**src/design/frm_pkg.sv**
```systemverilog
// Shared types, widths and tables for the fisheye rectification map.
// Used by the cell modules and the top level; depends on nothing.
`default_nettype none

package frm_pkg;

  // Register file
  localparam int CFG_W     = 24;
  localparam int CFG_IDX_W = 3;

  typedef enum logic [CFG_IDX_W-1:0] {
    CFG_FOCAL_X    = 3'd0,
    CFG_FOCAL_Y    = 3'd1,
    CFG_CENTER_X   = 3'd2,
    CFG_CENTER_Y   = 3'd3,
    CFG_INV_FX     = 3'd4,
    CFG_INV_FY     = 3'd5,
    CFG_INV_FOV    = 3'd6,
    CFG_TWICE_TAN  = 3'd7
  } cfg_idx_t;

  // Datapath widths
  localparam int FOC_W = 20;              // Q12.8 focal lengths and centres
  localparam int INV_W = 24;              // reciprocals and model terms
  localparam int MAG_W = 24;              // |xu|, |yu| in Q.20
  localparam int RU_W  = 25;              // radius
  localparam int SQ_W  = 2*MAG_W + 1;     // xu^2 + yu^2
  localparam int T_W   = 29;              // atan argument
  localparam int CX_W  = 33;              // rotator x and y
  localparam int Z_W   = 23;              // rotator angle accumulator
  localparam int ANG_W = 21;              // clamped angle
  localparam int NUM_W = ANG_W + INV_W;   // angle * inv_fov_angle
  localparam int K_W   = 24;              // scale factor
  localparam int DIV_W = RU_W + K_W;      // divider remainder
  localparam int OUT_W = 21;              // signed Q12.8 result

  localparam logic [MAG_W-1:0] MAG_MAX = '1;

  // Item side data handed down the chain next to the arithmetic
  typedef struct packed {
    logic [MAG_W-1:0]        xu;
    logic [MAG_W-1:0]        yu;
    logic                    nx;
    logic                    ny;
    logic [RU_W-1:0]         ru;
    logic signed [OUT_W-1:0] byp_x;
    logic signed [OUT_W-1:0] byp_y;
  } side_t;

  // round(atan(2^-i) * 2^20)
  function automatic logic [ANG_W-1:0] atan_entry(input int idx);
    logic [ANG_W-1:0] a;
    begin
      unique case (idx)
        0:       a = 21'd823550;
        1:       a = 21'd486170;
        2:       a = 21'd256879;
        3:       a = 21'd130396;
        4:       a = 21'd65451;
        5:       a = 21'd32757;
        6:       a = 21'd16383;
        7:       a = 21'd8192;
        8:       a = 21'd4096;
        9:       a = 21'd2048;
        10:      a = 21'd1024;
        11:      a = 21'd512;
        12:      a = 21'd256;
        13:      a = 21'd128;
        14:      a = 21'd64;
        15:      a = 21'd32;
        16:      a = 21'd16;
        17:      a = 21'd8;
        18:      a = 21'd4;
        19:      a = 21'd2;
        20:      a = 21'd1;
        default: a = '0;
      endcase
      return a;
    end
  endfunction

endpackage

`default_nettype wire

```
**src/design/frm_cordic_cell.sv**
```systemverilog
// One vectoring rotation cell of the arctangent chain.
// Depends on frm_pkg for widths, the side type and the angle table.
`default_nettype none

module frm_cordic_cell
  import frm_pkg::*;
#(
  parameter int I = 0
) (
  input  wire logic                   clk,
  input  wire logic                   rst_n,
  input  wire logic                   en,
  input  wire logic                   vld_i,
  input  wire logic signed [CX_W-1:0] x_i,
  input  wire logic signed [CX_W-1:0] y_i,
  input  wire logic signed [Z_W-1:0]  z_i,
  input  wire side_t                  side_i,
  output logic                        vld_o,
  output logic signed [CX_W-1:0]      x_o,
  output logic signed [CX_W-1:0]      y_o,
  output logic signed [Z_W-1:0]       z_o,
  output side_t                       side_o
);

  localparam logic signed [Z_W-1:0] ANG = Z_W'(atan_entry(I));

  logic signed [CX_W-1:0] xs;
  logic signed [CX_W-1:0] ys;
  logic                   up;

  // Rotate towards the x axis, steered by the sign of y
  always_comb begin
    xs = x_i >>> I;
    ys = y_i >>> I;
    up = !y_i[CX_W-1];
  end

  always_ff @(posedge clk) begin
    if (!rst_n) begin
      vld_o <= 1'b0;
    end else if (en) begin
      vld_o <= vld_i;
    end
  end

  always_ff @(posedge clk) begin
    if (en) begin
      x_o    <= up ? (x_i + ys) : (x_i - ys);
      y_o    <= up ? (y_i - xs) : (y_i + xs);
      z_o    <= up ? (z_i + ANG) : (z_i - ANG);
      side_o <= side_i;
    end
  end

endmodule

`default_nettype wire

```
**config.mk**
```make
export PLATFORM = sky130hd
export DESIGN_NAME = frm_cordic_cell
export DESIGN_NICKNAME = d
export VERILOG_FILES = /design/src/design/frm_pkg.sv /design/src/design/frm_cordic_cell.sv
export SDC_FILE = /design/constraint.sdc
export NUM_CORES = 1
export LEC_CHECK = 0
export BUFFER_PORTS_ARGS = -buffer_cell sky130_fd_sc_hd__buf_2
export CAP_MARGIN = 20
export CORE_MARGIN = 3
export CORE_UTILIZATION = 43
export CTS_CLUSTER_DIAMETER = 200
export CTS_CLUSTER_SIZE = 20
export DETAILED_ROUTE_END_ITERATION = 7
export PLACE_DENSITY = 0.72
export SLEW_MARGIN = 5
export SYNTH_ARGS = -nofsm -noshare
export SYNTH_HDL_FRONTEND = slang
export SYNTH_SLANG_ARGS = --single-unit
```
**constraint.sdc**
```tcl
create_clock -name clk -period 6.55 [get_ports clk]
set_input_delay 1.31 -clock clk [delete_from_list [all_inputs] [get_ports clk]]
set_output_delay 1.31 -clock clk [all_outputs]
set_load 0.02 [all_outputs]
```
Yosys cells after proc, flatten, opt, wreduce, memory -nomap -nowiden --
Index checks and enable logic that the tools add are counted.
Word-level totals: bits in registers 207, input port bits 210, output and inout bits 207, word-level logic and storage cells 19
Operators by class: $add $sub $neg 5, mux-type cells 3
Operator list (count):
- 2-to-1 mux 33 bit | 2
- subtractor 33 bit | 2
- adder 33 bit | 1
- adder 23 x 21 -> 23 bit (second input constant) | 1
- 2-to-1 mux 23 bit | 1
- subtractor 23 x 21 -> 23 bit (second input constant) | 1

Longest topological paths before layout --
depth after elaboration 2, depth in mapped cells 13, gate-level depth less buffers 13

Worst setup path before layout --
OpenSTA, ideal clock, no wires.
path kind input port to flip-flop, start input port y_i[32], end register z_o[19] (data pin), library setup time 0.266 ns, arrival time 3.968 ns, required time 6.284 ns, slack 2.316 ns, stages 13, path buffers 1, path through inv_1 buf_1 ha_1 a21o_1 or3_1 o221ai_1 a31oi_1 a21oi_1 nor2b_1 o21a_1 nor4_1 nor3_1 xor2_1
On the way: word-level cells in the longest chain between the ends 1
RTL lines:
- start, declared | RTL line frm_cordic_cell.sv:15 | input wire logic signed [CX_W-1:0] y_i,
- 2-to-1 mux 23 bit | RTL line frm_cordic_cell.sv:50 | z_o <= up ? (z_i + ANG) : (z_i - ANG);
- end signal, assigned | RTL line frm_cordic_cell.sv:50
- end, declared | RTL line frm_cordic_cell.sv:21 | output logic signed [Z_W-1:0] z_o,
No other way between the ends. A chain may end at the register's enable or synchronous reset.

Worst setup path after layout --
start input port x_i[3], end register x_o[30] (data pin)
On the way: word-level cells in the longest chain between the ends 2, elaborated cells on any way between the ends 3, classes of those cells add/sub (2); mux (1)
RTL lines:
- start, declared | RTL line frm_cordic_cell.sv:14 | input wire logic signed [CX_W-1:0] x_i,
- adder 33 bit or subtractor 33 bit (tied branches) | RTL line frm_cordic_cell.sv:48 | x_o <= up ? (x_i + ys) : (x_i - ys);
- 2-to-1 mux 33 bit (*) | RTL line frm_cordic_cell.sv:48
- end signal, assigned | RTL line frm_cordic_cell.sv:48
- end, declared | RTL line frm_cordic_cell.sv:19 | output logic signed [CX_W-1:0] x_o,
Every way passes the cells marked *; elsewhere a longest branch is shown, timed or not.

==> results.py <==
metrics = {
    "run_status": {
        "outcome": "completed",
    },
    "timing": {
        "hold_violations": 0,
        "finalSetupViolCount": 0,
        "setup_tns_ps": 0,
        "max_slew_margin_pct": 40.9,
        "period_needed_ps": 4210,
        "worst_pin_slew_ps": 887,
        "finalCritPeriodShare_pct": 64.2,
        "worst_slack_ps": 2340,
        "skew_ps": 0,
        "rsz0062_at_grt": "false",
        "drv_slew": 0,
        "fmax_mhz": 238,
    },
    "routing": {
        "ant_nets": 0,
        "drc": 0,
        "via_per_inst": 5.44,
        "drt_pass1_iterations": 5,
        "routedWlPerCell_um": 20.5,
        "finalWirelength_mm": 39.3,
        "vias": 10400,
        "drt_iter0_markers": 977,
    },
    "floorplan": {
        "die_w_um": 177,
        "ios": 417,
        "initial_core_util_pct": 44.4,
        "die-area_um2": 31200,
        "die_h_um": 177,
        "fp-row-count": 61,
        "core_area_um2": 28200,
    },
    "global_routing": {
        "grt-ovfl-total": 0,
        "antenna_found_initial": 5,
        "grt_pass1_wl_mm": 57.3,
        "grt_pass1_vias": 10100,
        "track_usage_pct": 23.6,
        "grt_max_degree": 103,
    },
    "cells_and_area": {
        "seqCellArea_um2": 6180,
        "nets": 1863,
        "fillers": 2559,
        "final_area_um2": 15300,
        "layout-drive-gt1-share_pct": 30.1,
        "areaGrowthSynthToFinish_pct": 22.4,
        "multi_input_area_um2": 5760,
    },
    "hold_path": {
        "min_path_type": "reg -> reg",
    },
    "place": {
        "place_hpwl_mm": 31.1,
        "pre_cts_ws_ps": 1920,
        "gp_congestion": 0.954,
        "dpl_cell_area_um2": 14900,
        "portBuffers": 416,
    },
    "logic_synthesis": {
        "netlist_area_um2": 12500,
        "synth-async-reset-ratio_pct": 0,
        "synth_top_cells_by_count": "205 x edfxtp_1, 116 x ha_1, 113 x a21oi_1, 101 x inv_1, 86 x nor2_1",
        "synth_area_leaders": "edfxtp_1 49%, ha_1 12%, xnor2_1 4.7%",
        "netlist.area_leader.share_pct": 49.1,
        "synth-edff-count": 205,
        "yosysWarnings": 0,
        "yosysSeqAreaShare_pct": 49.3,
        "postSynthCellCount": 1139,
        "synth_nets": 1469,
        "ys.flop_type": "edfxtp_1",
        "avgSynthCellArea_um2": 11.0,
        "synth-seq-cells": 206,
        "synth_cell_types": 80,
        "yosys.area.top_type": "edfxtp_1",
        "yosysMostFrequentCell": "edfxtp_1",
    },
    "clock_tree": {
        "clockBufferDepth": 3,
        "cts.repair.resized": 0,
        "cts_sinks": 206,
        "cts_setup_buffers": 0,
        "postCtsHoldBufs": 0,
        "insertion_delay_ps": 480,
        "cts_tree": "built",
        "cts-root-buf": "clkbuf_16",
        "clk_pin_slew_ps": 90,
        "h-tree-depth": 1,
        "cts_buffers": 14,
    },
    "power": {
        "internal_power_mw": 2.46,
        "p_seq_share_pct": 45.6,
        "power_frac_clock_pct": 23.8,
        "combPwrFrac_pct": 30.5,
        "swShare_pct": 33.3,
        "p_sw_mw": 1.23,
        "leakage_nw": 6.83,
        "ir_worst_vdd_uv": 119,
        "finalPower_mw": 3.69,
        "pwr_density_cell_nw_per_um2": 241,
    },
    "worst_setup_path": {
        "crit_required_ps": 6780,
        "cp-start-kind": "primary input",
        "crit_type": "in -> reg",
        "cp_max_fo": 13,
        "crit_arrival_ps": 4440,
        "cp-end-kind": "register",
    },
    "run": {
        "cap_viol_max_count": 0,
    },
}
layer usage:
| metal | up-vias | GRT usage, % | part of all wire (%) | wire length [um] |
|---|---|---|---|---|
| met5 | - | 0 | 0.033 | 13 |
| met4 | 2 | 11.4 | 5.1 | 1990 |
| met3 | 86 | 3.22 | 6.8 | 2660 |
| met2 | 472 | 42.2 | 50 | 19700 |
| met1 | 4959 | 27.9 | 38 | 14900 |
| li1 | 4912 | - | - | - |
stage by stage:
step                      hold slack, ps  utilization [%]  std cells
after detailed placement             542             52.9       1895
after global routing                 579             54.3       1919
after floorplan                      589                -       1139
after global placement               495             52.9       1895
after CTS                            555             54.3       1915
final                                551             54.3       1919
sequential cells by signal (all words and copies together), names as in the netlist:
register and count:
side_o 117, vld_o 1, x_o 32, y_o 33, z_o 23
area by class of cell:
type,count,area share (%)
multi-input combinational,785,37.5
antenna,4,0.0652
inverter,106,2.59
clock inverter,1,0.106
clock buffer,19,2.54
sequential,206,40.3
timing repair buffer,420,13.8
tap,378,3.08
power groups by stage:
| stage | Sequential (mW) | Clock, mW | Combinational, mW |
|---|---|---|---|
| 2_1_floorplan | 1.92 | 0 | 0.497 |
| 3_3_place_gp | 1.71 | 0 | 1.11 |
| 3_5_place_dp | 1.72 | 0 | 1.12 |
| 4_1_cts | 1.69 | 0.906 | 1.12 |
| 5_1_grt | 1.70 | 0.953 | 1.21 |
| 6_report | 1.68 | 0.880 | 1.13 |
worst max-delay path: stages:
cell and delay [ps]:
buf_2 100, inv_1 40, ha_1 460, and3_1 270, a221o_1 390, a221o_1 430
a2111oi_2 410, o21ai_1 200, o21ai_1 320, nor4b_2 260, a211oi_1 80, xor2_1 150
placed cells by master, fill, tap and decap left out, types with 15 or more instances in the layout:
cell type and count:
buf_2 414, edfxtp_1 205, ha_1 116, a21oi_1 113
inv_1 101, nor2_1 86, xnor2_1 67, o21ai_0 62
nand2_1 42, a21o_1 29, nor3_1 25, o21bai_1 18
mux2i_1 18, nand3_1 17, clkbuf_16 15
cell families after synthesis:
| logic type | Yosys count | share of synthesized area, % |
|---|---|---|
| muxes | 19 | 1.53 |
| and+or+nand+nor | 246 | 9.78 |
| xor gates and xnor gates | 81 | 5.66 |
| DFF | 206 | 49.3 |
| AOI/OAI and AO/OA | 319 | 16.7 |
| adders and majority gates | 120 | 12.2 |
| buffers and inverters | 148 | 4.84 |
worst paths after layout:
check                           cells past startpoint            endpoint  slack, ps                from
worst max-delay path                               12   x_o[30]$_DFFE_PP_       2340              x_i[3]
worst max register to register                      2  vld_o$_SDFFE_PN0P_       5920  vld_o$_SDFFE_PN0P_
worst min-delay path                                2  vld_o$_SDFFE_PN0P_        550  vld_o$_SDFFE_PN0P_
worst min register to register                      2  vld_o$_SDFFE_PN0P_        550  vld_o$_SDFFE_PN0P_
No activity file was read; power rests on OpenSTA's default activity.
