File: src/design/frm_pkg.sv
// Shared types, widths and tables for the fisheye rectification map.
// Used by the cell modules and the top level; depends on nothing.
`default_nettype none

package frm_pkg;

  // Register file
  localparam int CFG_W     = 24;
  localparam int CFG_IDX_W = 3;

  typedef enum logic [CFG_IDX_W-1:0] {
    CFG_FOCAL_X    = 3'd0,
    CFG_FOCAL_Y    = 3'd1,
    CFG_CENTER_X   = 3'd2,
    CFG_CENTER_Y   = 3'd3,
    CFG_INV_FX     = 3'd4,
    CFG_INV_FY     = 3'd5,
    CFG_INV_FOV    = 3'd6,
    CFG_TWICE_TAN  = 3'd7
  } cfg_idx_t;

  // Datapath widths
  localparam int FOC_W = 20;              // Q12.8 focal lengths and centres
  localparam int INV_W = 24;              // reciprocals and model terms
  localparam int MAG_W = 24;              // |xu|, |yu| in Q.20
  localparam int RU_W  = 25;              // radius
  localparam int SQ_W  = 2*MAG_W + 1;     // xu^2 + yu^2
  localparam int T_W   = 29;              // atan argument
  localparam int CX_W  = 33;              // rotator x and y
  localparam int Z_W   = 23;              // rotator angle accumulator
  localparam int ANG_W = 21;              // clamped angle
  localparam int NUM_W = ANG_W + INV_W;   // angle * inv_fov_angle
  localparam int K_W   = 24;              // scale factor
  localparam int DIV_W = RU_W + K_W;      // divider remainder
  localparam int OUT_W = 21;              // signed Q12.8 result

  localparam logic [MAG_W-1:0] MAG_MAX = '1;

  // Item side data handed down the chain next to the arithmetic
  typedef struct packed {
    logic [MAG_W-1:0]        xu;
    logic [MAG_W-1:0]        yu;
    logic                    nx;
    logic                    ny;
    logic [RU_W-1:0]         ru;
    logic signed [OUT_W-1:0] byp_x;
    logic signed [OUT_W-1:0] byp_y;
  } side_t;

  // round(atan(2^-i) * 2^20)
  function automatic logic [ANG_W-1:0] atan_entry(input int idx);
    logic [ANG_W-1:0] a;
    begin
      unique case (idx)
        0:       a = 21'd823550;
        1:       a = 21'd486170;
        2:       a = 21'd256879;
        3:       a = 21'd130396;
        4:       a = 21'd65451;
        5:       a = 21'd32757;
        6:       a = 21'd16383;
        7:       a = 21'd8192;
        8:       a = 21'd4096;
        9:       a = 21'd2048;
        10:      a = 21'd1024;
        11:      a = 21'd512;
        12:      a = 21'd256;
        13:      a = 21'd128;
        14:      a = 21'd64;
        15:      a = 21'd32;
        16:      a = 21'd16;
        17:      a = 21'd8;
        18:      a = 21'd4;
        19:      a = 21'd2;
        20:      a = 21'd1;
        default: a = '0;
      endcase
      return a;
    end
  endfunction

endpackage

`default_nettype wire

File: src/design/frm_div_cell.sv
// One restoring-division cell of the scale-factor chain: one quotient bit.
// Depends on frm_pkg.
`default_nettype none

module frm_div_cell
  import frm_pkg::*;
#(
  parameter int J = 0
) (
  input  wire logic              clk,
  input  wire logic              rst_n,
  input  wire logic              en,
  input  wire logic              vld_i,
  input  wire logic [DIV_W-1:0]  rem_i,
  input  wire logic [K_W-1:0]    q_i,
  input  wire logic              ovf_i,
  input  wire side_t             side_i,
  output logic                   vld_o,
  output logic [DIV_W-1:0]       rem_o,
  output logic [K_W-1:0]         q_o,
  output logic                   ovf_o,
  output side_t                  side_o
);

  localparam logic [K_W-1:0] BIT_Q = K_W'(1) << J;

  logic [DIV_W-1:0] dsh;
  logic             take;

  // Compare against the radius shifted to this bit
  always_comb begin
    dsh  = DIV_W'(side_i.ru) << J;
    take = (rem_i >= dsh);
  end

  always_ff @(posedge clk) begin
    if (!rst_n) begin
      vld_o <= 1'b0;
    end else if (en) begin
      vld_o <= vld_i;
    end
  end

  always_ff @(posedge clk) begin
    if (en) begin
      rem_o  <= take ? (rem_i - dsh) : rem_i;
      q_o    <= take ? (q_i | BIT_Q) : q_i;
      ovf_o  <= ovf_i;
      side_o <= side_i;
    end
  end

endmodule

`default_nettype wire

File: config.mk
export PLATFORM = sky130hd
export DESIGN_NAME = frm_div_cell
export DESIGN_NICKNAME = d
export VERILOG_FILES = /design/src/design/frm_pkg.sv /design/src/design/frm_div_cell.sv
export SDC_FILE = /design/constraint.sdc
export NUM_CORES = 1
export LEC_CHECK = 0
export ABC_AREA = 1
export BUFFER_PORTS_ARGS = -buffer_cell sky130_fd_sc_hd__buf_4
export CAP_MARGIN = 20
export CORE_ASPECT_RATIO = 1.2
export CORE_UTILIZATION = 25
export CTS_CLUSTER_DIAMETER = 40
export DETAILED_ROUTE_END_ITERATION = 16
export SKIP_LAST_GASP = 1
export SLEW_MARGIN = 15
export SYNTH_ARGS = -nofsm -noshare
export SYNTH_HDL_FRONTEND = slang
export SYNTH_SLANG_ARGS = --single-unit
File: constraint.sdc
create_clock -name clk -period 1.7 [get_ports clk]
set_input_delay 0 -clock clk [delete_from_list [all_inputs] [get_ports clk]]
set_output_delay 0 -clock clk [all_outputs]
set_load 0.02 [all_outputs]
==> Word-level counts from Yosys, hierarchy flattened <==
Index checks and enable logic that the tools add are counted.
{ "classes": {"add_sub_neg": 1, "muxes": 1, "n_lt_le_gt_ge": 1} }
{ "ops": {"columns": ["cell", "n"], "rows": [
  [">= comparator 49 x 25 -> 1 bit", 1],
  ["2-to-1 mux 49 bit", 1],
  ["subtractor 49 x 25 -> 49 bit", 1]
]} }
{ "totals": {"regBits": 192, "wordCells": 15, "out_inout_bits": 192, "in_bits": 195} }

==> Depth between registers and ports, before layout <==
Gate-level depths: netlist (run 1).
{ "logic_depth": {"ltp_word": 2, "mapped_depth": 17, "mapped_depth_nobuf": 15} }

==> Least setup slack after synthesis (run 1) <==
No wires, ideal clock.
{ "synth_timing": {"path_kind": "input to register", "from": "input port rem_i[0]", "to": "register rem_o[24] (data pin)", "n_path_buf": 0, "path_stages": 15, "t_arrival_ns": 1.538, "setup_ns": 0.253, "required_ns": 1.447, "path_slack_ns": -0.091, "cell_sequence": "inv_1 > ha_1 > fa_1 > inv_1 > nand3_1 > nand2_1 > nand2_1 > nand2_1 > nand2_1 > nand2_1 > nand2_1 > nand2_1 > nand2_1 > nand3_1 > nand2_1"} }
{ "synth_via": {"elab_chain_cells": 2, "word_cells_on_any_way": 3, "cone_classes": "add/sub (1); order compare (1); mux (1)"} }
{ "synth_rtl": {"columns": ["element", "line", "text"], "rows": [
  ["start, declared", "frm_div_cell.sv:14", "input wire logic [DIV_W-1:0] rem_i,"],
  ["subtractor 49 x 25 -> 49 bit or >= comparator 49 x 25 -> 1 bit (tied branches)", "frm_div_cell.sv:46, frm_div_cell.sv:33", null],
  ["2-to-1 mux 49 bit (*)", "frm_div_cell.sv:46", "rem_o <= take ? (rem_i - dsh) : rem_i;"],
  ["end signal, assigned", "frm_div_cell.sv:46", null],
  ["end, declared", "frm_div_cell.sv:19", "output logic [DIV_W-1:0] rem_o,"]
]} }
Mark *: on every way between the ends. The rest lies on a longest branch, timed or not.
A chain may end at the register's enable or synchronous reset.

==> Worst setup path in the final report (run 1) <==
{ "layout_timing": {"from": "input port rem_i[14]", "to": "register rem_o[27] (data pin)"} }
The elaborated chain is that of the path after synthesis.

==> results of run 1 <==
-- worst max-delay path, cell delays in order --
cell and delay [ns]:
buf_4 0.11, ha_1 0.35, nand2_2 0.15, buf_4 0.12
inv_1 0.03, nand2_1 0.06, nand2_1 0.11, buf_4 0.16
nand2_1 0.05, nand2_1 0.11, a21oi_2 0.19, nand2_2 0.14
xor2_1 0.17, nand2_1 0.07, inv_1 0.04
-- Yosys cell counts (2+ instances only) --
master	count	share of area [%]
a21oi_1	25	1.3
a21oi_2	5	0.45
buf_4	3	0.23
buf_6	5	0.58
edfxtp_1	191	59
ha_1	25	3.2
inv_1	194	7.5
inv_2	2	0.078
nand2_1	329	13
nand2_2	6	0.39
nand3_1	50	2.6
nand3b_1	7	0.54
nand4_1	18	1.2
nor2_1	87	3.4
nor2_2	11	0.71
nor3_1	12	0.62
o21ai_0	11	0.57
o21ai_2	17	1.5
xnor2_1	14	1.3
xor2_1	6	0.54
-- final cells by class --
type	instances	area [um2]	area share [%]
timing repair buffer	820	6680	37.9
sequential	192	5760	32.6
multi-input combinational	630	3250	18.5
inverter	197	766	4.34
tap	480	601	3.41
clock buffer	19	433	2.46
clock inverter	13	128	0.724
timing repair inverter	1	11.3	0.0639
antenna	1	2.50	0.0142
-- through the flow --
stage                     TNS (ns)  hold WS, ns  utilization [%]
after global placement      -25.79        0.179             39.5
after global routing       -0.0296       0.0213             46.4
after CTS                   -0.165     0.000552             45.8
after detailed placement    -28.07        0.179             39.5
after floorplan                  0       0.0935                -
final                            0       0.0141             46.4
-- state kept, by name, indices dropped and copies added, names as in the netlist --
name,count
ovf_o,1
q_o,24
rem_o,49
side_o,117
vld_o,1
-- worst max path at each step --
stage	cells past startpoint	slack (ns)	from	to
2_1_floorplan	15	0.007	rem_i[0]	rem_o[22]
4_1_cts	11	-0.03	rem_i[24]	rem_o[9]
5_1_grt	13	-0.01	side_i[56]	rem_o[15]
3_5_place_dp	11	-0.75	rem_i[24]	rem_o[16]
6_report	15	0.09	rem_i[14]	rem_o[27]
3_3_place_gp	11	-0.66	rem_i[24]	rem_o[2]
-- metal layers --
layer | vias up | routed length (um)
li1 | 4963 | -
met1 | 4613 | 16200
met2 | 307 | 22400
met3 | 62 | 3290
met4 | 2 | 1480
met5 | - | 13
-- power groups by stage --
stage,sequential [uW],combinational [uW],clock [uW]
2_1_floorplan,6480,823,0
3_3_place_gp,5960,3480,0
3_5_place_dp,5970,3490,0
4_1_cts,5870,3860,4170
5_1_grt,5900,4180,4290
6_report,5870,3900,4040
-- what timing repair did --
| item | CTS | global route |
|---|---|---|
| pin swaps | 0 | 2 |
| hold buffers | 183 | 0 |
| resized for setup | 6 | 43 |
| cloned | 0 | 1 |
| endpoints found under the hold margin | 182 | 0 |
| endpoints found under the setup margin | 37 | 38 |
| buffers inserted | 2 | 3 |
-- cells by family (layout without fill, tap and decap cells) --
family,count (synthesis),count (layout)
DFF,192,192
other,0,1
xor gates and xnor gates,20,20
buffers and inverters,205,1050
adders and majority gates,26,26
and+or+nand+nor,525,525
AOI/OAI and AO/OA,59,59
==> out/metrics.yaml, run 1 <==
status: "completed"
ys_ff_latch: 192
critPathArrivalTime_ns: 1.84
final_cell_mix: "buf_4, nand2_1, inv_1"
clk_pin_slew_ns: 0.07
yosys_warnings: 0
antenna_left: 0
reg2reg_slack_ns: 0.47
fillers: 3654
synth_xor_area_share_pct: 1.81
fin_cells: 2353
clockBufferDepth: 2
critical_path_required_ns: 1.93
synth_mux_area_share_pct: 0
p_seq_share_pct: 42.5
wl_per_cell_um: 18.4
hpwl_um: 33600
die_x_um: 181
maxSlewHeadroom_pct: 74.4
dr.pass1.iters: 5
grt_usage_pct: 22.0
grt_busiest_layer: "met2"
synth-async-reset-ratio_pct: 0
clock.fmax_mhz: 620
io_pins: 387
placed_cells: 2132
hold_end: "side_o[9]"
place_congestion: 0.904
finalSetupViolCount: 0
min_period_over_period_pct: 94.8
r2r_cells: 3
crit_path_end_kind: "register"
path_class: "input port to register"
avgSynthCellArea_um2: 9.40
synth_edf_count: 191
grt_use_met2_pct: 40.7
synth.yosys.seq_area_share_pct: 59.6
p_total_uw: 13800
hp-start: "en"
htreeDepth: 4
root_buffer: "clkbuf_16"
cts_tree: "yes"
start_util_pct: 25.4
cts_sinks: 192
ir_drop_v: 0.000759
ys_types: 29
drive_gt1_share_pct: 40.0
final_area_um2: 17600
use_met3_pct: 7.63
hold_depth: 1
synthAdderAreaFrac_pct: 3.45
cap_violations: 0
rr_startpoint: "vld_o"
fin_ws_ns: 0.0879
io_buffers: 386
synth-main-ff-cell: "edfxtp_1"
internal_power_uw: 9680
p_sw_uw: 4130
cp-start-kind: "input port"
synth_compound_area_share_pct: 3.94
dpl-instance-area_um2: 15000
period_minus_slack_ns: 1.61
dieArea_um2: 39400
drt_wl_total_um: 43300
grt_antenna_before_repair: 2
num_rows: 78
holdCritPathClass: "input port to register"
drt_iter0_markers: 546
drv_slew: 0
final_common_cell: "buf_4"
syn_to_final_growth_pct: 82.7
die_h_um: 217
grt_pass1_wl_um: 62900
pre_cts_slack_ns: -0.747
syn-instance-count: 1027
clock_latency_ns: 0.47
hold_viol: 0
p_leak_uw: 0.00842
grt_pass1_vias: 10500
cp_max_fo: 4
synth_simple_gate_area_share_pct: 22.7
skew_ns: 0
power_density_nw_per_um2: 783
p_clk_share_pct: 29.3
grt_remaining_overflow: 0
tightest_slew_ns: 0.383
rsz0062_at_grt: "yes"
postSynthNetCount: 1248
grt_util_met1_pct: 22.6
grt_max_degree: 49
core_area_um2: 38000
comb_power_share_pct: 28.2
r2r-end: "vld_o"
switching_share_pct: 29.9
numCtsBuffers: 17
num_vias: 9947
viasPerCell: 4.23
synth_top_family_by_area: "simple AND/OR/NAND/NOR gates"
synthesis.area_um2: 9650
nets: 2080
post-route-drc-count: 0
Note: power is estimated with default switching activity, not from simulation.
==> run 2, diff against run 1 <==
Clock period 1.7 ns to 1.3 ns, I/O delays scaled along.
==> out/metrics.yaml, run 2 (synthesis results as in run 1) <==
status: "complete, but fails checks"
violations: "negative hold slack, negative setup slack"
antenna_cells: 0  # -1
grt_max_degree: 40  # -18%
cp_num_buf_inv: 3  # -2
hold_viol: 1  # +1
io_pins: 387  # unchanged
p_leak_uw: 0.00907  # +7.7%
largest_register_ffs: 117  # unchanged
cts_sinks: 192  # unchanged
die_h_um: 217  # unchanged
critPathArrivalTime_ns: 1.72  # -0.12 ns
p_total_uw: 18900  # +37%
path_delay_family: "simple AND/OR/NAND/NOR gates"
viasPerCell: 4.34  # +2.7%
drv_slew: 0  # unchanged
max_stage_delay_ns: 0.32  # -0.03 ns
finalSetupViolCount: 50  # +50
wl_per_cell_um: 18.9  # +2.5%
num_vias: 10400  # +4.3%
placed_cells: 2105  # -1.3%
maxSlewHeadroom_pct: 74.1  # -0.29 points
cts_tree: "yes"
tightest_slew_ns: 0.388  # +0.00574 ns
fin_cells: 2390  # +1.6%
final_common_cell: "buf_4"
grt_remaining_overflow: 0  # unchanged
top_regs: "side_o: 117 flops, rem_o: 49 flops, q_o: 24 flops"
drt_iter0_markers: 435  # -20%
grt_pass1_vias: 10600  # +0.24%
dieArea_um2: 39400  # unchanged
skew_ns: 0  # unchanged
cp-start-kind: "input port"
clock_latency_ns: 0.46  # about the same
clk_pin_slew_ns: 0.08  # about the same
hold_slack_ns: -0.00131  # -0.0154 ns
nets: 2118  # +1.8%
crit_chain: "buf_8 -> ha_4 -> nand2_4 -> nor2_4 -> nand2_4 -> nor2_2 -> nand3_1 -> nor2_2 -> nor2_4 -> nand2_4 -> clkinv_8 -> clkbuf_16 -> nand2_4 -> o21ai_2"
grt_pass1_wl_um: 63600  # +1.2%
crit_path_end_kind: "register"
io_buffers: 386  # unchanged
numCtsBuffers: 17  # unchanged
rsz0062_at_grt: "yes"
fillers: 3372  # -7.7%
crit_top_cell: "nand2_4"
holdCritPathClass: "input port to register"
power_density_nw_per_um2: 971  # +24%
cap_violations: 0  # unchanged
ir_drop_v: 0.000972  # +28%
clockBufferDepth: 2  # unchanged
critical_path_required_ns: 1.51  # -0.42 ns
num_rows: 78  # unchanged
clock.fmax_mhz: 665
min_period_over_period_pct: 116
top_register: "side_o"
drt_wl_total_um: 45100  # +4.1%
slowest_stage: "ha_4"
core_area_um2: 38000  # unchanged
dr.pass1.iters: 4  # -1
pre_cts_slack_ns: -0.833  # -0.0857 ns
grt_usage_pct: 22.4  # +0.38 points
htreeDepth: 4  # unchanged
syn_to_final_growth_pct: 102
path_class: "input port to register"
fin_ws_ns: -0.205  # -0.293 ns
place_congestion: 0.922  # +1.9%
antenna_left: 0  # unchanged
die_x_um: 181  # unchanged
grt_antenna_before_repair: 1  # -1
final_util_pct: 51.4  # +4.9 points
hpwl_um: 33700  # +0.32%
start_util_pct: 25.4  # unchanged
period_minus_slack_ns: 1.50
drive_gt1_share_pct: 54.0  # +14 points
post-route-drc-count: 0  # unchanged
root_buffer: "clkbuf_16"
final_cell_mix: "buf_4, nand2_1, edfxtp_1"
cp_max_fo: 7  # +3
## run 2: changes by cell type in the layout (fill, tap and decap cells not counted), sizes merged
| cell | previous run | this run |
|---|---|---|
| buf | 636 | 670 |
| bufinv | 1 | 2 |
| diode | 1 | 0 |
| dlygate4sd3 | 183 | 187 |
| inv | 203 | 202 |
## run 2: through the flow
stage / TNS, ns / cell area, um2
after global placement: -33.83 / 15200
after floorplan: -12.56 / 10000
after detailed placement: -34.13 / 15200
after CTS: -2.92 / 18500
after global routing: -9.12 / 19500
final: -6.13 / 19500
## run 2: worst paths after layout
check / start / end / slack, ns / cells past startpoint
max: rem_i[24] / rem_o[6] / -0.20 / 14
min reg2reg: vld_o / vld_o / 1.10 / 3
min: rem_i[30] / rem_o[30] / -0.001 / 4
max reg2reg: vld_o / vld_o / 0.12 / 3
## run 2: final cells by class
cell class,count,area [um2],share of cell area (%)
flip-flops and latches,192,5760,29.5
clock inverters,14,173,0.885
well taps,480,601,3.08
inverters,197,800,4.10
repair buffers,859,7260,37.2
multi-input cells,630,4490,23.0
clock buffers,18,429,2.20
## run 2: worst reg2reg max path: stages, from the launching register on
cell and delay [ns]:
dfxtp_1 0.31, o21ai_0 0.16, a21oi_1 0.06, dlygate4sd3_1 0.55
## run 2: repair_timing
item,4_1_cts,5_1_grt
resized for setup,166,227
hold buffers,186,1
setup endpoints to repair,50,50
hold endpoints to repair,186,1
pin swaps,25,96
cloned,4,1
setup buffers,34,32
## run 2: power by group
part | internal (uW) | switching, uW
clock | 2910 | 2610
sequential | 7460 | 218
combinational | 2800 | 2940
total | 13200 | 5770
## run 2: layer usage
metal	share of wire, %	track usage (%)
met2	52	40.6
met5	0	0
met1	38	24.1
met3	6.6	7.25
met4	3.3	8.56
==> run 3, diff against run 2 <==
Settings changed: BUFFER_PORTS_ARGS -buffer_cell sky130_fd_sc_hd__buf_4 to not set, CORE_ASPECT_RATIO 1.2 to not set, DONT_BUFFER_PORTS set to 1.
==> out/metrics.yaml, run 3 (synthesis results as in run 1) <==
status: "complete, but fails checks"
violations: "negative hold slack, negative setup slack"
holdCritPathClass: "input port to register"
finalSetupViolCount: 17  # -66%
die_x_um: 199  # +9.4%
top_regs: "side_o: 117 flops, rem_o: 49 flops, q_o: 24 flops"
drt_iter0_markers: 450  # +3.4%
place_congestion: 0.936  # +1.6%
grt_usage_pct: 20.0  # -2.4 points
drive_gt1_share_pct: 31.6  # -22 points
antenna_cells: 0  # unchanged
hold_slack_ns: -0.357  # -0.356 ns
final_cell_mix: "nand2_1, edfxtp_1, dlygate4sd3_1"
htreeDepth: 4  # unchanged
num_rows: 71  # -9.0%
hpwl_um: 30100  # -11%
power_density_nw_per_um2: 1110  # +14%
maxSlewHeadroom_pct: 73.5  # -0.57 points
grt_max_degree: 194  # +390%
p_clk_share_pct: 32.1  # +3.0 points
critical_path_required_ns: 1.53  # +0.02 ns
dr_wl_met2_um: 20600  # -12%
root_buffer: "clkbuf_16"
grt_antenna_before_repair: 1  # unchanged
period_minus_slack_ns: 1.36  # -0.149 ns
comb_power_share_pct: 17.8  # -12 points
syn_to_final_growth_pct: 58.5
min_period_over_period_pct: 104  # -11 points
fin_ws_ns: -0.0553  # +0.149 ns
numCtsBuffers: 17  # unchanged
start_util_pct: 25.5  # +0.081 points
dpl-instance-area_um2: 12000  # -21%
tns_ns: -0.304  # +5.83 ns
io_buffers: 0  # -100%
clk_pin_slew_ns: 0.09  # about the same
post-route-drc-count: 0  # unchanged
rsz0062_at_grt: "yes"
p_leak_uw: 0.00647  # -29%
clockBufferDepth: 2  # unchanged
top_layer: "met5"
skew_ns: 0  # unchanged
p_sw_uw: 5300  # -8.1%
hold_depth: 0  # -4
drv_slew: 0  # unchanged
cap_violations: 0  # unchanged
clock_latency_ns: 0.47  # about the same
cp_max_fo: 3  # -4
core_area_um2: 37800  # -0.32%
grt_pass1_vias: 8540  # -19%
ir_drop_v: 0.000713  # -27%
io_pins: 387  # unchanged
met3_length_um: 2880  # -3.0%
num_vias: 8477  # -18%
clock.fmax_mhz: 738  # +11%
wl_per_cell_um: 20.6  # +9.1%
r2r_cells: 2  # -1
p_seq_share_pct: 50.2  # +9.6 points
nets: 1644  # -22%
fillers: 3789  # +12%
dr.pass1.iters: 5  # +1
switching_share_pct: 31.2  # +0.75 points
m1WireLength_um: 15600  # -10%
die_h_um: 199  # -8.6%
cts_sinks: 192  # unchanged
dieArea_um2: 39400  # about the same
top_register: "side_o"
path_class: "input port to register"
crit_path_end_kind: "register"
grt_pass1_wl_um: 55600  # -13%
antenna_left: 0  # unchanged
pre_cts_slack_ns: -0.806  # +0.0270 ns
largest_register_ffs: 117  # unchanged
grt_remaining_overflow: 0  # unchanged
cp-start-kind: "input port"
final_common_cell: "nand2_1"
hold_viol: 199  # +198
drt_wl_total_um: 40100  # -11%
cts_tree: "yes"
final_area_um2: 15300  # -22%
tightest_slew_ns: 0.398  # +0.00940 ns
viasPerCell: 4.35  # +0.29%
critPathArrivalTime_ns: 1.58  # -0.14 ns
internal_power_uw: 11700  # -11%
## run 3: changes by cell type in the layout (fill, tap and decap cells not counted), sizes merged
cell | previous run | this run
buf | 670 | 196
clkbuf | 20 | 17
clkinv | 6 | 9
bufinv | 2 | 0
dlygate4sd3 | 187 | 189
## run 3: final timing paths
kind	from	to	slack, ns
max	side_i[53]	rem_o[28]	-0.06
min reg2reg	vld_o	vld_o	0.68
max reg2reg	vld_o	vld_o	0.52
min	en	q_o[22]	-0.36
## run 3: final cells by class
class	count	area (um2)	area share [%]
Multi-Input combinational cell	630	4040	26.4
Tap cell	511	639	4.18
Inverter	197	768	5.02
Clock buffer	17	425	2.78
Timing Repair Buffer	385	3490	22.8
Sequential cell	192	5760	37.6
Clock inverter	15	186	1.22
## run 3: critical path: stages
cell      delay (ns)
inv_2           0.02
ha_4            0.27
buf_6           0.11
nand2_4         0.07
nor2_4          0.16
buf_4           0.13
nand2_2         0.09
a21oi_4         0.19
nor2_4          0.08
o211ai_1        0.17
nand2_1         0.16
nand2_1         0.10
inv_1           0.04
## run 3: through the flow
step	std cells	power [uW]	hold slack, ns	utilization [%]
floorplan	1027	9690	0.0935	-
global placement	1706	10800	0.0989	31.6
detailed placement	1706	10800	0.0989	31.6
CTS	1923	16900	-0.419	38.8
global route	1947	17700	-0.382	40.4
finish	1947	17000	-0.357	40.4
## run 3: timing repair
action                                  CTS  global route
hold buffers                            172            17
pin swaps                                14            29
hold endpoints to repair                382           211
gates cloned                              1             0
endpoints found under the setup margin   45            50
buffers inserted                         12             8
resized for setup                        75           126
## run 3: power groups by stage
stage | logic [uW] | registers, uW | clock network (uW)
6_report | 3020 | 8520 | 5450
5_1_grt | 3280 | 8580 | 5820
3_5_place_dp | 2130 | 8680 | 0
2_1_floorplan | 1210 | 8480 | 0
3_3_place_gp | 2120 | 8690 | 0
4_1_cts | 2780 | 8540 | 5600
## run 3: layer usage
layer	up-vias	track usage, %
li1	4094	-
met1	4031	21.6
met2	303	36.5
met3	47	6.26
met4	2	7.01
met5	-	0
