## config.mk

```make
export PLATFORM = sky130hd
export DESIGN_NAME = frm_sqrt_cell
export DESIGN_NICKNAME = d
export VERILOG_FILES = /design/src/design/frm_pkg.sv /design/src/design/frm_sqrt_cell.sv
export SDC_FILE = /design/constraint.sdc
export NUM_CORES = 1
export LEC_CHECK = 0
export BUFFER_PORTS_ARGS = -buffer_cell sky130_fd_sc_hd__buf_4
export CAP_MARGIN = 20
export CORE_MARGIN = 2
export CORE_UTILIZATION = 38
export DETAILED_ROUTE_END_ITERATION = 8
export PLACE_DENSITY = 0.68
export SYNTH_ARGS = -nofsm -noshare
export SYNTH_HDL_FRONTEND = slang
export SYNTH_SLANG_ARGS = --single-unit
```

## constraint.sdc

```tcl
create_clock -name clk -period 7.95 [get_ports clk]
set_input_delay 0.3975 -clock clk [delete_from_list [all_inputs] [get_ports clk]]
set_output_delay 0.3975 -clock clk [all_outputs]
set_load 0.01 [all_outputs]
```

## src/design/frm_pkg.sv

```systemverilog
// Shared types, widths and tables for the fisheye rectification map.
// Used by the cell modules and the top level; depends on nothing.
`default_nettype none

package frm_pkg;

  // Register file
  localparam int CFG_W     = 24;
  localparam int CFG_IDX_W = 3;

  typedef enum logic [CFG_IDX_W-1:0] {
    CFG_FOCAL_X    = 3'd0,
    CFG_FOCAL_Y    = 3'd1,
    CFG_CENTER_X   = 3'd2,
    CFG_CENTER_Y   = 3'd3,
    CFG_INV_FX     = 3'd4,
    CFG_INV_FY     = 3'd5,
    CFG_INV_FOV    = 3'd6,
    CFG_TWICE_TAN  = 3'd7
  } cfg_idx_t;

  // Datapath widths
  localparam int FOC_W = 20;              // Q12.8 focal lengths and centres
  localparam int INV_W = 24;              // reciprocals and model terms
  localparam int MAG_W = 24;              // |xu|, |yu| in Q.20
  localparam int RU_W  = 25;              // radius
  localparam int SQ_W  = 2*MAG_W + 1;     // xu^2 + yu^2
  localparam int T_W   = 29;              // atan argument
  localparam int CX_W  = 33;              // rotator x and y
  localparam int Z_W   = 23;              // rotator angle accumulator
  localparam int ANG_W = 21;              // clamped angle
  localparam int NUM_W = ANG_W + INV_W;   // angle * inv_fov_angle
  localparam int K_W   = 24;              // scale factor
  localparam int DIV_W = RU_W + K_W;      // divider remainder
  localparam int OUT_W = 21;              // signed Q12.8 result

  localparam logic [MAG_W-1:0] MAG_MAX = '1;

  // Item side data handed down the chain next to the arithmetic
  typedef struct packed {
    logic [MAG_W-1:0]        xu;
    logic [MAG_W-1:0]        yu;
    logic                    nx;
    logic                    ny;
    logic [RU_W-1:0]         ru;
    logic signed [OUT_W-1:0] byp_x;
    logic signed [OUT_W-1:0] byp_y;
  } side_t;

  // round(atan(2^-i) * 2^20)
  function automatic logic [ANG_W-1:0] atan_entry(input int idx);
    logic [ANG_W-1:0] a;
    begin
      unique case (idx)
        0:       a = 21'd823550;
        1:       a = 21'd486170;
        2:       a = 21'd256879;
        3:       a = 21'd130396;
        4:       a = 21'd65451;
        5:       a = 21'd32757;
        6:       a = 21'd16383;
        7:       a = 21'd8192;
        8:       a = 21'd4096;
        9:       a = 21'd2048;
        10:      a = 21'd1024;
        11:      a = 21'd512;
        12:      a = 21'd256;
        13:      a = 21'd128;
        14:      a = 21'd64;
        15:      a = 21'd32;
        16:      a = 21'd16;
        17:      a = 21'd8;
        18:      a = 21'd4;
        19:      a = 21'd2;
        20:      a = 21'd1;
        default: a = '0;
      endcase
      return a;
    end
  endfunction

endpackage

`default_nettype wire

```

## src/design/frm_sqrt_cell.sv

```systemverilog
// One cell of the radius square-root chain: settles one root bit per cell.
// Depends on frm_pkg.
`default_nettype none

module frm_sqrt_cell
  import frm_pkg::*;
#(
  parameter int J = 0
) (
  input  wire logic             clk,
  input  wire logic             rst_n,
  input  wire logic             en,
  input  wire logic             vld_i,
  input  wire logic [SQ_W-1:0]  rem_i,
  input  wire logic [RU_W-1:0]  root_i,
  input  wire side_t            side_i,
  output logic                  vld_o,
  output logic [SQ_W-1:0]       rem_o,
  output logic [RU_W-1:0]       root_o,
  output side_t                 side_o
);

  localparam logic [SQ_W:0]   BIT_SQ = (SQ_W+1)'(1) << (2*J);
  localparam logic [RU_W-1:0] BIT_R  = RU_W'(1) << J;

  logic [SQ_W:0]     trial;
  logic              take;
  logic [SQ_W-1:0]   rem_nxt;
  logic [RU_W-1:0]   root_nxt;

  // Try setting this root bit against the running remainder
  always_comb begin
    trial    = ({{(SQ_W+1-RU_W){1'b0}}, root_i} << (J+1)) + BIT_SQ;
    take     = ({1'b0, rem_i} >= trial);
    rem_nxt  = take ? (rem_i - trial[SQ_W-1:0]) : rem_i;
    root_nxt = take ? (root_i | BIT_R) : root_i;
  end

  // Hand on to the next cell
  always_ff @(posedge clk) begin
    if (!rst_n) begin
      vld_o <= 1'b0;
    end else if (en) begin
      vld_o <= vld_i;
    end
  end

  always_ff @(posedge clk) begin
    if (en) begin
      rem_o  <= rem_nxt;
      root_o <= root_nxt;
      side_o <= side_i;
    end
  end

endmodule

`default_nettype wire

```

Word-level counts from Yosys, hierarchy flattened

Cells that the tools add are included.
W data, S select, Z words.

Register bits: 192
Input bits: 195
Output and inout bits: 192

$add $sub $neg: 2
Magnitude comparators: 1
Mux-type cells: 1

Operators with widths:

| operator                | count |
|---|---|
| $ge A49 B27 Y1          | 1 |
| $mux W49                | 1 |
| $sub A49 B27 Y49        | 1 |
| $add A26 B1 Y27 const B | 1 |

Longest topological paths before layout

Gate-level depths: netlist of the first run.

Word-level depth: 3
Mapped depth: 13

Least setup slack after synthesis of the first run

Ideal clock, no wire load.

Path kind: in2reg
Start: in root_i[1]
End: reg rem_o[29] (data pin)
Setup time: 0.260 ns
Data arrival time: 2.817 ns
Required time: 7.690 ns
Setup slack: 4.873 ns
Stages on the path: 12
Buffers on the path: 2
Cell sequence: inv_1 -> ha_1 -> o211a_1 -> a221o_1 -> a31oi_1 -> o21bai_1 -> a31o_2 -> a221oi_4 -> buf_6 -> buf_6 -> nor2_1 -> mux2_2

Word-level cells in the longest chain between the ends: 3
Elaborated cells between the ends (all ways): 4
Classes of those cells: 2 x add/sub; 1 x order compare; 1 x mux

Ends and longest elaborated chain:

| item                                                      | RTL line                                 | RTL |
|---|---|---|
| start: declaration                                        | frm_sqrt_cell.sv:15                      | `input wire logic [RU_W-1:0] root_i,` |
| $add A26 B1 Y27 *                                         | frm_sqrt_cell.sv:33                      | `trial = ({{(SQ_W+1-RU_W){1'b0}}, root_i} << (J+1)) + BIT_SQ;` |
| $sub A49 B27 Y49 / $ge A49 B27 Y1 (equally long branches) | frm_sqrt_cell.sv:35, frm_sqrt_cell.sv:34 |  |
| $mux W49 *                                                | frm_sqrt_cell.sv:35                      | `rem_nxt = take ? (rem_i - trial[SQ_W-1:0]) : rem_i;` |
| named net rem_nxt[29]                                     | frm_sqrt_cell.sv:28                      | `logic [SQ_W-1:0] rem_nxt;` |
| end signal: assignment                                    | frm_sqrt_cell.sv:50                      | `rem_o <= rem_nxt;` |
| end: declaration                                          | frm_sqrt_cell.sv:18                      | `output logic [SQ_W-1:0] rem_o,` |

Mark *: on every way through the listed nets, which the timed path passes. The rest lies on a longest branch.
A chain may end at the register's enable or synchronous reset.

Final worst setup path of the first run

Start: in rem_i[2]
End: reg rem_o[12] (data pin)

Word-level cells in the longest chain between the ends: 2
Elaborated cells between the ends (all ways): 3
Classes of those cells: 1 x add/sub; 1 x order compare; 1 x mux

Ends and longest elaborated chain:

| item                                                      | RTL line                                 | RTL |
|---|---|---|
| start: declaration                                        | frm_sqrt_cell.sv:14                      | `input wire logic [SQ_W-1:0] rem_i,` |
| $sub A49 B27 Y49 / $ge A49 B27 Y1 (equally long branches) | frm_sqrt_cell.sv:35, frm_sqrt_cell.sv:34 |  |
| $mux W49 *                                                | frm_sqrt_cell.sv:35                      |  |
| named net rem_nxt[12]                                     | frm_sqrt_cell.sv:28                      |  |

Marks and branches as above.

==> impl_metrics.py, run 1 <==
metrics = {
    "timing": {
        "finalWorstPathRequiredPeriod_ns": 3.30,
        "grt_setup_unrepaired": "false",
        "fin_worst_skew_ns": 0,
        "hold_viol": 0,
        "worstMarginPinSlew_ns": 1.04,
        "fin_crit_sh": 0.415,
        "setup_failing_eps_final": 0,
        "fmaxAchievable_mhz": 303,
        "slew_limit_fails": 0,
        "timing.slew.headroom": 0.305,
        "finalSetupTns_ns": 0,
    },
    "clock_network": {
        "ctsRootBufferMaster": "clkbuf_16",
        "clock_sink_count": 192,
        "cts_hold_buffers": 0,
        "clk_transition_reported_paths_ns": 0.09,
        "worst_skew_pair.late_latency_ns": 0.44,
        "clk_path_buf_depth": 2,
        "post_cts_resize_count": 0,
        "cts-buffers-inserted": 17,
        "post-cts-setup-buffers": 0,
        "cts_tree": "done",
        "cts_htree_levels": 4,
    },
    "place": {
        "buffer_ports.inserted": 386,
        "place.gp.congestion": 0.878,
        "place_hpwl_mm": 20.8,
        "detailed_place.area_um2": 11300,
    },
    "die": {
        "initial_core_util": 0.386,
        "dieArea_um2": 22600,
        "fp.coreArea_um2": 21000,
        "row_count": 53,
        "floorplan.die.width_um": 150,
        "design.portCount": 387,
        "die_height_um": 150,
    },
    "drt": {
        "vias_per_cell": 4.95,
        "first_pass_iters": 5,
        "drt_iter0_markers": 348,
        "final_antenna_net_count": 0,
        "remaining_drc_errors": 0,
        "wl_per_cell_um": 21.5,
        "wirelength_mm": 26.8,
        "vias": 6173,
    },
    "synth": {
        "post_synth_num_cell_types": 58,
        "synth.cell_area_um2": 8120,
        "dominantRegCellSynth": "edfxtp_1",
        "synth_enable_flop_cells": 191,
        "post_synth.cell_area_avg_um2": 14.3,
        "synth.yosys.warnings": 0,
        "postSynthCellCount": 568,
        "mappedNetlistNets": 790,
        "async_flop_share": 0,
        "synth-seq-cells": 192,
        "sequential_area_share_after_synthesis": 0.709,
    },
    "power": {
        "power_per_cell_area_nw_per_um2": 217,
        "total_leakage_power_uw": 0.00501,
        "report.power.total_uw": 2570,
        "vdd_drop_max_mv": 0.107,
    },
    "cells_and_area": {
        "num-fill-cells": 1839,
        "finish.net_count": 1180,
        "most-common-layout-cells": "buf_4, edfxtp_1, nand2_1",
        "final_common_cell": "buf_4",
        "antenna_cells": 0,
        "post_route_cell_area_um2": 11900,
        "layout-area-overhead-vs-synth_pct": 46.4,
        "final_layout_size_suffix_gt1_frac": 0.441,
    },
    "worst_setup_path": {
        "crit_path_top_delay_cell": "buf_4",
        "critPathCaptureType": "flip-flop",
        "path_buf_inv": 2,
        "crit_fanout": 57,
        "cpMostUsedCell": "buf_4",
        "critPathRequiredTime_ns": 8.14,
        "cells_along_the_critical_path": "buf_4, ha_1, o211a_1, a221o_1, a31oi_1, o21bai_1, a31o_2, a221oi_4, buf_4, mux2_2",
        "path_delay_family": "compound AO/OA/AOI/OAI gates",
        "worstSetupPathType": "in -> reg",
        "cpPeakStageDelay_ns": 0.48,
        "cp-start-kind": "primary input",
        "worst-endpoint-arrival_ns": 3.48,
    },
    "grt": {
        "globalRouteTotalUtil": 0.228,
        "via_count_of_the_first_global_routing_pass": 6059,
        "grt_pass1_wl_mm": 37.4,
        "grt_remaining_overflow": 0,
        "grt_max_degree": 124,
        "antenna_found_initial": 3,
    },
    "status": {
        "run_status": "completed",
    },
    "job": {
        "maxCapViolCount": 0,
    },
    "hold_path": {
        "timing.hold.worst.class": "in -> reg",
    },
}
==> metal layers <==
metal / part of all wire / track usage
met5: 0.0015 / 0
met2: 0.49 / 0.379
met4: 0.022 / 0.0764
met1: 0.40 / 0.277
met3: 0.086 / 0.0794
==> per-stage QoR <==
step	worst slack (ns)	util	cells	hold WS (ns)
floorplan	4.87	-	568	0.496
global placement	4.34	0.537	1214	0.506
detailed placement	4.21	0.537	1214	0.520
CTS	4.67	0.566	1246	0.110
global route	4.40	0.566	1246	0.105
finish	4.65	0.566	1246	0.123
==> layout make-up <==
cell class | instances | area [µm²] | share of cell area
Multi-Input combinational cell | 325 | 2150 | 0.181
Clock inverter | 14 | 163 | 0.0137
Tap cell | 275 | 344 | 0.0289
Sequential cell | 192 | 5760 | 0.484
Inverter | 34 | 128 | 0.0107
Clock buffer | 18 | 429 | 0.0361
Timing Repair Buffer | 388 | 2920 | 0.246
==> path summary, 6_finish.rpt <==
| path | from | to | slack (ns) | depth (start not counted) |
|---|---|---|---|---|
| min reg2reg | vld_o | vld_o | 0.54 | 2 |
| max | rem_i[2] | rem_o[12] | 4.65 | 10 |
| min | side_i[52] | side_o[52] | 0.12 | 1 |
| max reg2reg | vld_o | vld_o | 7.35 | 2 |
==> logic make-up (layout without fill, tap and decap cells) <==
| kind of cell | Yosys count | in the layout | synth area share |
|---|---|---|---|
| flip-flops | 192 | 192 | 0.709 |
| AND/OR/NAND/NOR | 141 | 141 | 0.0860 |
| AO/OA/AOI/OAI | 109 | 109 | 0.0840 |
| buffers and inverters | 51 | 454 | 0.0265 |
| XOR/XNOR | 45 | 45 | 0.0485 |
| adder cells (fa/ha/maj) | 27 | 27 | 0.0425 |
| multiplexers | 3 | 3 | 0.00400 |
==> synthesized netlist by cell type (4+ instances only) <==
library cell	n	area [µm²]
nand3_1	4	20.0
buf_2	4	20.0
nor3_1	13	65.1
nor4_1	10	62.6
edfxtp_1	191	5740
inv_1	34	128
nand4_1	7	43.8
nor2_1	24	90.1
o21ai_0	36	180
or4_1	4	30.0
xor2_1	26	228
clkbuf_1	9	33.8
nand2b_1	5	31.3
xnor2_1	19	166
ha_1	26	325
a21o_1	4	30.0
nor2b_1	4	25.0
a21oi_1	35	175
nand2_1	52	195
o211ai_1	6	45.0
or3_1	4	25.0
o21a_1	4	30.0
==> registers in the layout, indices dropped and copies added, names as in the netlist <==
signal,flops
side_o,117
vld_o,1
root_o,25
rem_o,49
==> power by group <==
group          switching, µW  leakage (µW)  internal [µW]
Clock                    438      0.000289            426
Sequential              26.7       0.00188           1220
Combinational            236       0.00284            227
Total                    700       0.00501           1870
==> worst register-to-register path, stage by stage (launching register included) <==
cell and delay [ns]:
dfxtp_1 0.34, mux2i_1 0.07, nor2b_1 0.13
No activity file was read; power rests on OpenSTA's default activity.
==> run 2, diff against run 1 <==
--- a/config.mk
+++ b/config.mk
@@ -10,7 +10,7 @@
 export CORE_MARGIN = 2
 export CORE_UTILIZATION = 38
 export DETAILED_ROUTE_END_ITERATION = 8
-export PLACE_DENSITY = 0.68
+export PLACE_DENSITY = 0.7
 export SYNTH_ARGS = -nofsm -noshare
 export SYNTH_HDL_FRONTEND = slang
 export SYNTH_SLANG_ARGS = --single-unit
==> constraint.sdc (replaced) <==
create_clock -name clk -period 2.7 [get_ports clk]
set_input_delay 0.135 -clock clk [delete_from_list [all_inputs] [get_ports clk]]
set_output_delay 0.135 -clock clk [all_outputs]
set_load 0.01 [all_outputs]
==> impl_metrics.py, run 2 (synthesis gave the netlist of run 1 again) <==
metrics = {
    "status": {
        "run_status": "completed",
    },
    "worst_setup_path": {
        "cpPeakStageDelay_ns": 0.38,
        "cells_along_the_critical_path": "buf_4, inv_6, ha_4, a211o_1, a221o_1, a31oi_2, o21bai_1, a31o_2, a221oi_4, a2111o_1, buf_4, nor4_2, xor2_1",
        "crit_path_top_delay_cell": "a221o_1",
        "crit-reg2reg-launch": "vld_o",
        "timing.reg2reg.setup_slack_ns": 1.48,
        "reg2regPathDepth": 3,
        "critPathRequiredTime_ns": 2.88,
        "worstSetupPathType": "in -> reg",
        "endpoint": "rem_o[30]",
        "crit_fanout": 5,
        "critPathCaptureType": "flip-flop",
        "worst-endpoint-arrival_ns": 2.81,
        "reg2reg_to": "vld_o",
        "setup.worst_path.start": "root_i[0]",
        "cpMostUsedCell": "buf_4",
        "cp-start-kind": "primary input",
    },
    "grt": {
        "grt_max_degree": 79,
        "grt_pass1_wl_mm": 43.1,
        "globalRouteTotalUtil": 0.262,
        "grt_remaining_overflow": 0,
        "antenna_found_initial": 6,
        "via_count_of_the_first_global_routing_pass": 7424,
    },
    "drt": {
        "first_pass_iters": 4,
        "remaining_drc_errors": 0,
        "vias": 7314,
        "wirelength_mm": 30.5,
        "wl_per_cell_um": 20.2,
        "final_antenna_net_count": 0,
        "vias_per_cell": 4.85,
        "drt_iter0_markers": 326,
    },
    "cells_and_area": {
        "final_layout_size_suffix_gt1_frac": 0.441,
        "largest_register": "side_o",
        "largest_register_ff_count": 117,
        "layout-area-overhead-vs-synth_pct": 77.7,
        "final_common_cell": "buf_4",
        "top_regs": "side_o x117, rem_o x49, root_o x25",
        "multiInputGateArea_um2": 2250,
        "num-fill-cells": 1535,
        "finish.net_count": 1437,
        "most-common-layout-cells": "buf_4, edfxtp_1, dlygate4sd3_1",
        "layout.area.seq_um2": 5760,
    },
    "clock_network": {
        "ctsRootBufferMaster": "clkbuf_16",
        "clk_path_buf_depth": 2,
        "cts_htree_levels": 4,
        "clk_transition_reported_paths_ns": 0.08,
        "cts-buffers-inserted": 17,
        "worst_skew_pair.late_latency_ns": 0.43,
        "clock_sink_count": 192,
        "post-cts-setup-buffers": 0,
        "cts_tree": "done",
    },
    "timing": {
        "finalSetupTns_ns": 0,
        "timing.slew.headroom": 0.554,
        "hold_viol": 0,
        "grt_setup_unrepaired": "true",
        "fin_crit_sh": 0.974,
        "setup_failing_eps_final": 0,
        "worstMarginPinSlew_ns": 0.669,
        "holdWs_ns": 0.00949,
        "slew_limit_fails": 0,
        "finalWorstPathRequiredPeriod_ns": 2.63,
        "fin_worst_skew_ns": 0,
        "fmaxAchievable_mhz": 380,
    },
    "die": {
        "design.portCount": 387,
        "dieArea_um2": 22600,
        "fp.coreArea_um2": 21000,
        "die_height_um": 150,
        "row_count": 53,
        "floorplan.die.width_um": 150,
        "initial_core_util": 0.386,
    },
    "place": {
        "place.gp.congestion": 0.881,
        "buffer_ports.inserted": 386,
        "place_hpwl_mm": 21.8,
    },
    "power": {
        "total_leakage_power_uw": 0.00618,
        "vdd_drop_max_mv": 0.441,
        "power_per_cell_area_nw_per_um2": 566,
        "report.power.total_uw": 8170,
    },
    "hold_path": {
        "timing.hold.worst.class": "in -> reg",
    },
    "job": {
        "maxCapViolCount": 0,
    },
}
==> run 2: cell count changes in the layout (fill, tap and decap cells not counted), sizes merged, moves of 2 or more <==
cell	before	now
inv	42	44
buf	387	483
diode	0	5
dlygate4sd3	0	161
clkinv	6	4
==> run 2: power breakdown <==
part / switching [µW] / internal [µW]
sequential: 88.4 / 3590
clock: 1340 / 1380
combinational: 809 / 958
==> run 2: per-layer routing <==
layer,share of wire,up-vias,track usage
met5,0.00072,-,0
met4,0.051,4,0.141
met3,0.074,81,0.0694
met2,0.49,291,0.436
met1,0.39,3518,0.310
li1,-,3420,-
==> run 2: how the worst min path moves through the flow <==
stage / from / to / cells after the start
floorplan: root_i[10] / root_o[10] / 0
global placement: side_i[63] / side_o[63] / 1
detailed placement: side_i[109] / side_o[109] / 1
CTS: rem_i[44] / rem_o[44] / 2
global route: rem_i[43] / rem_o[43] / 2
finish: rem_i[44] / rem_o[44] / 2
==> run 2: cell type report <==
type,instances,area share
multi-input cells,325,0.156
flip-flops and latches,192,0.399
clock buffers,17,0.0295
well taps,275,0.0238
clock inverters,15,0.0151
inverters,34,0.00919
diodes,5,0.000867
repair buffers,645,0.367
==> run 2: through the flow <==
stage,setup slack [ns],cells,area (µm²),util
finish,0.0699,1508,14400,0.687
detailed placement,-0.367,1310,12100,0.577
global route,-0.0232,1507,14400,0.686
CTS,0.0132,1503,14400,0.684
global placement,-0.286,1310,12100,0.577
floorplan,-0.0399,568,8200,-
==> run 2: worst max-delay path, delay by kind of cell <==
kind | cells | cell delay (ns)
buffers and inverters | 3 | 0.38
XOR/XNOR | 1 | 0.13
AO/OA/AOI/OAI | 7 | 1.91
adder cells (fa/ha/maj) | 1 | 0.19
AND/OR/NAND/NOR | 1 | 0.04
==> run 2: what timing repair did <==
| action | 4_1_cts | 5_1_grt |
|---|---|---|
| endpoints found under the setup margin | 0 | 22 |
| endpoints found under the hold margin | 160 | 0 |
| gates resized for setup | 0 | 6 |
| hold buffers | 161 | 0 |
==> run 3, diff against run 2 <==
--- a/config.mk
+++ b/config.mk
@@ -7,10 +7,11 @@
 export LEC_CHECK = 0
 export BUFFER_PORTS_ARGS = -buffer_cell sky130_fd_sc_hd__buf_4
 export CAP_MARGIN = 20
+export CORE_ASPECT_RATIO = 2
 export CORE_MARGIN = 2
 export CORE_UTILIZATION = 38
 export DETAILED_ROUTE_END_ITERATION = 8
-export PLACE_DENSITY = 0.7
+export PLACE_DENSITY_LB_ADDON = 0.08
 export SYNTH_ARGS = -nofsm -noshare
 export SYNTH_HDL_FRONTEND = slang
 export SYNTH_SLANG_ARGS = --single-unit
==> impl_metrics.py, run 3 (synthesis gave the netlist of run 1 again) <==
metrics = {
    "clock_network": {
        "clk_path_buf_depth": 2,
        "clk_transition_reported_paths_ns": 0.07,
        "cts-buffers-inserted": 17,
        "cts_htree_levels": 4,
        "post-cts-setup-buffers": 0,
        "ctsRootBufferMaster": "clkbuf_16",
        "worst_skew_pair.late_latency_ns": 0.44,
        "cts_tree": "done",
        "clock_sink_count": 192,
    },
    "drt": {
        "wl_per_cell_um": 17.8,
        "wirelength_mm": 27.1,
        "drt_iter0_markers": 208,
        "vias_per_cell": 4.72,
        "first_pass_iters": 4,
        "remaining_drc_errors": 0,
        "vias": 7169,
        "final_antenna_net_count": 0,
    },
    "die": {
        "initial_core_util": 0.386,
        "row_count": 75,
        "floorplan.die.width_um": 107,
        "die_height_um": 211,
        "dieArea_um2": 22600,
        "fp.coreArea_um2": 21000,
        "design.portCount": 387,
    },
    "cells_and_area": {
        "post-route-util": 0.692,
        "num-fill-cells": 1550,
        "top_regs": "side_o x117, rem_o x49, root_o x25",
        "antenna_cells": 0,
        "layout.area.seq_um2": 5760,
        "final_cell_count_no_fill": 1520,
        "finish.net_count": 1460,
        "largest_register": "side_o",
        "multiInputGateArea_um2": 2230,
        "final_common_cell": "buf_4",
        "largest_register_ff_count": 117,
        "most-common-layout-cells": "buf_4, edfxtp_1, dlygate4sd3_1",
        "final_layout_size_suffix_gt1_frac": 0.434,
        "layout-area-overhead-vs-synth_pct": 79.0,
    },
    "worst_setup_path": {
        "critPathRequiredTime_ns": 2.88,
        "worst-endpoint-arrival_ns": 2.79,
        "crit_fanout": 14,
        "timing.reg2reg.setup_slack_ns": 1.55,
        "worstSetupPathType": "in -> reg",
        "endpoint": "rem_o[21]",
        "setup.worst_path.start": "rem_i[38]",
        "cpMostUsedCell": "buf_4",
        "reg2reg_to": "vld_o",
        "reg2regPathDepth": 3,
        "cells_along_the_critical_path": "dlygate4sd3_1, buf_4, or4_1, or3_1, nor2_4, o211ai_2, a221oi_4, buf_4, buf_4, o21ai_0",
        "cp-start-kind": "primary input",
        "crit_path_top_delay_cell": "dlygate4sd3_1",
        "critPathCaptureType": "flip-flop",
        "cpPeakStageDelay_ns": 0.54,
        "crit-reg2reg-launch": "vld_o",
    },
    "grt": {
        "grt_remaining_overflow": 0,
        "antenna_found_initial": 0,
        "grt_max_degree": 63,
        "via_count_of_the_first_global_routing_pass": 7537,
        "grt_pass1_wl_mm": 39.8,
        "globalRouteTotalUtil": 0.237,
    },
    "power": {
        "switchingPower_uw": 1990,
        "power_per_cell_area_nw_per_um2": 540,
        "switching_part_of_the_total": 0.254,
        "power.combinational.fraction": 0.222,
        "power.clock.fraction": 0.309,
        "vdd_drop_max_mv": 0.481,
        "total_leakage_power_uw": 0.00624,
        "intPower_uw": 5860,
        "report.power.total_uw": 7850,
        "seq_power_share": 0.468,
    },
    "timing": {
        "fin_crit_sh": 0.966,
        "fmaxAchievable_mhz": 383,
        "hold_viol": 0,
        "worstMarginPinSlew_ns": 0.535,
        "timing.slew.headroom": 0.640,
        "finalWorstPathRequiredPeriod_ns": 2.61,
        "grt_setup_unrepaired": "true",
        "holdWs_ns": 0.0286,
        "setup_failing_eps_final": 0,
        "fin_worst_skew_ns": 0,
        "slew_limit_fails": 0,
        "post-route-worst-setup-slack_ns": 0.0905,
    },
    "place": {
        "place.gp.congestion": 0.833,
        "buffer_ports.inserted": 386,
        "place_hpwl_mm": 19.6,
        "pre_cts_slack_ns": -0.395,
        "post-place-cells": 1311,
    },
    "hold_path": {
        "timing.hold.worst.class": "in -> reg",
    },
    "job": {
        "maxCapViolCount": 0,
    },
    "status": {
        "run_status": "completed",
    },
}
-- run 3: worst min path at each step --
| stage | startpoint | end | slack (ns) | cells past startpoint |
|---|---|---|---|---|
| finish | rem_i[39] | rem_o[39] | 0.03 | 2 |
| global route | rem_i[39] | rem_o[39] | 0.02 | 2 |
| CTS | rem_i[39] | rem_o[39] | 0.002 | 2 |
| detailed placement | side_i[94] | side_o[94] | 0.31 | 1 |
| global placement | side_i[14] | side_o[14] | 0.31 | 1 |
| floorplan | root_i[10] | root_o[10] | 0.23 | 0 |
-- run 3: critical path: cells and delay by family --
family	cells	cell delay [ns]
and+or+nand+nor	3	1.03
AOI/OAI and AO/OA	3	0.48
buffers and inverters	4	1.13
-- run 3: final cells by class --
type / count / share of cell area
flip-flops and latches: 192 / 0.396
repair buffers: 668 / 0.379
multi-input cells: 325 / 0.154
clock buffers: 18 / 0.0295
well taps: 269 / 0.0232
clock inverters: 14 / 0.00921
inverters: 34 / 0.00912
-- run 3: per-stage QoR --
step | TNS, ns | area (µm²)
4_1_cts | 0 | 14500
2_1_floorplan | -0.157 | 8200
3_3_place_gp | -8.23 | 12200
6_report | 0 | 14500
3_5_place_dp | -11.16 | 12200
5_1_grt | -0.223 | 14500
-- run 3: power groups by stage --
stage               logic, µW  registers (µW)  clock network, µW
finish                   1750            3680               2430
global route             1870            3700               2600
CTS                      1740            3680               2500
detailed placement       1530            3740                  0
global placement         1520            3730                  0
floorplan                 369            3880                  0
-- run 3: metal layers --
layer,routed length [µm],up-vias,GRT usage
li1,-,3456,-
met1,8820,3391,0.223
met2,15800,270,0.474
met3,1440,52,0.0454
met4,995,0,0.109
met5,0,-,0
-- run 3: repair_timing --
item                                    CTS  global route
hold endpoints to repair                176             0
hold buffers                            177             0
endpoints found under the setup margin    0            14
resized for setup                         0             3
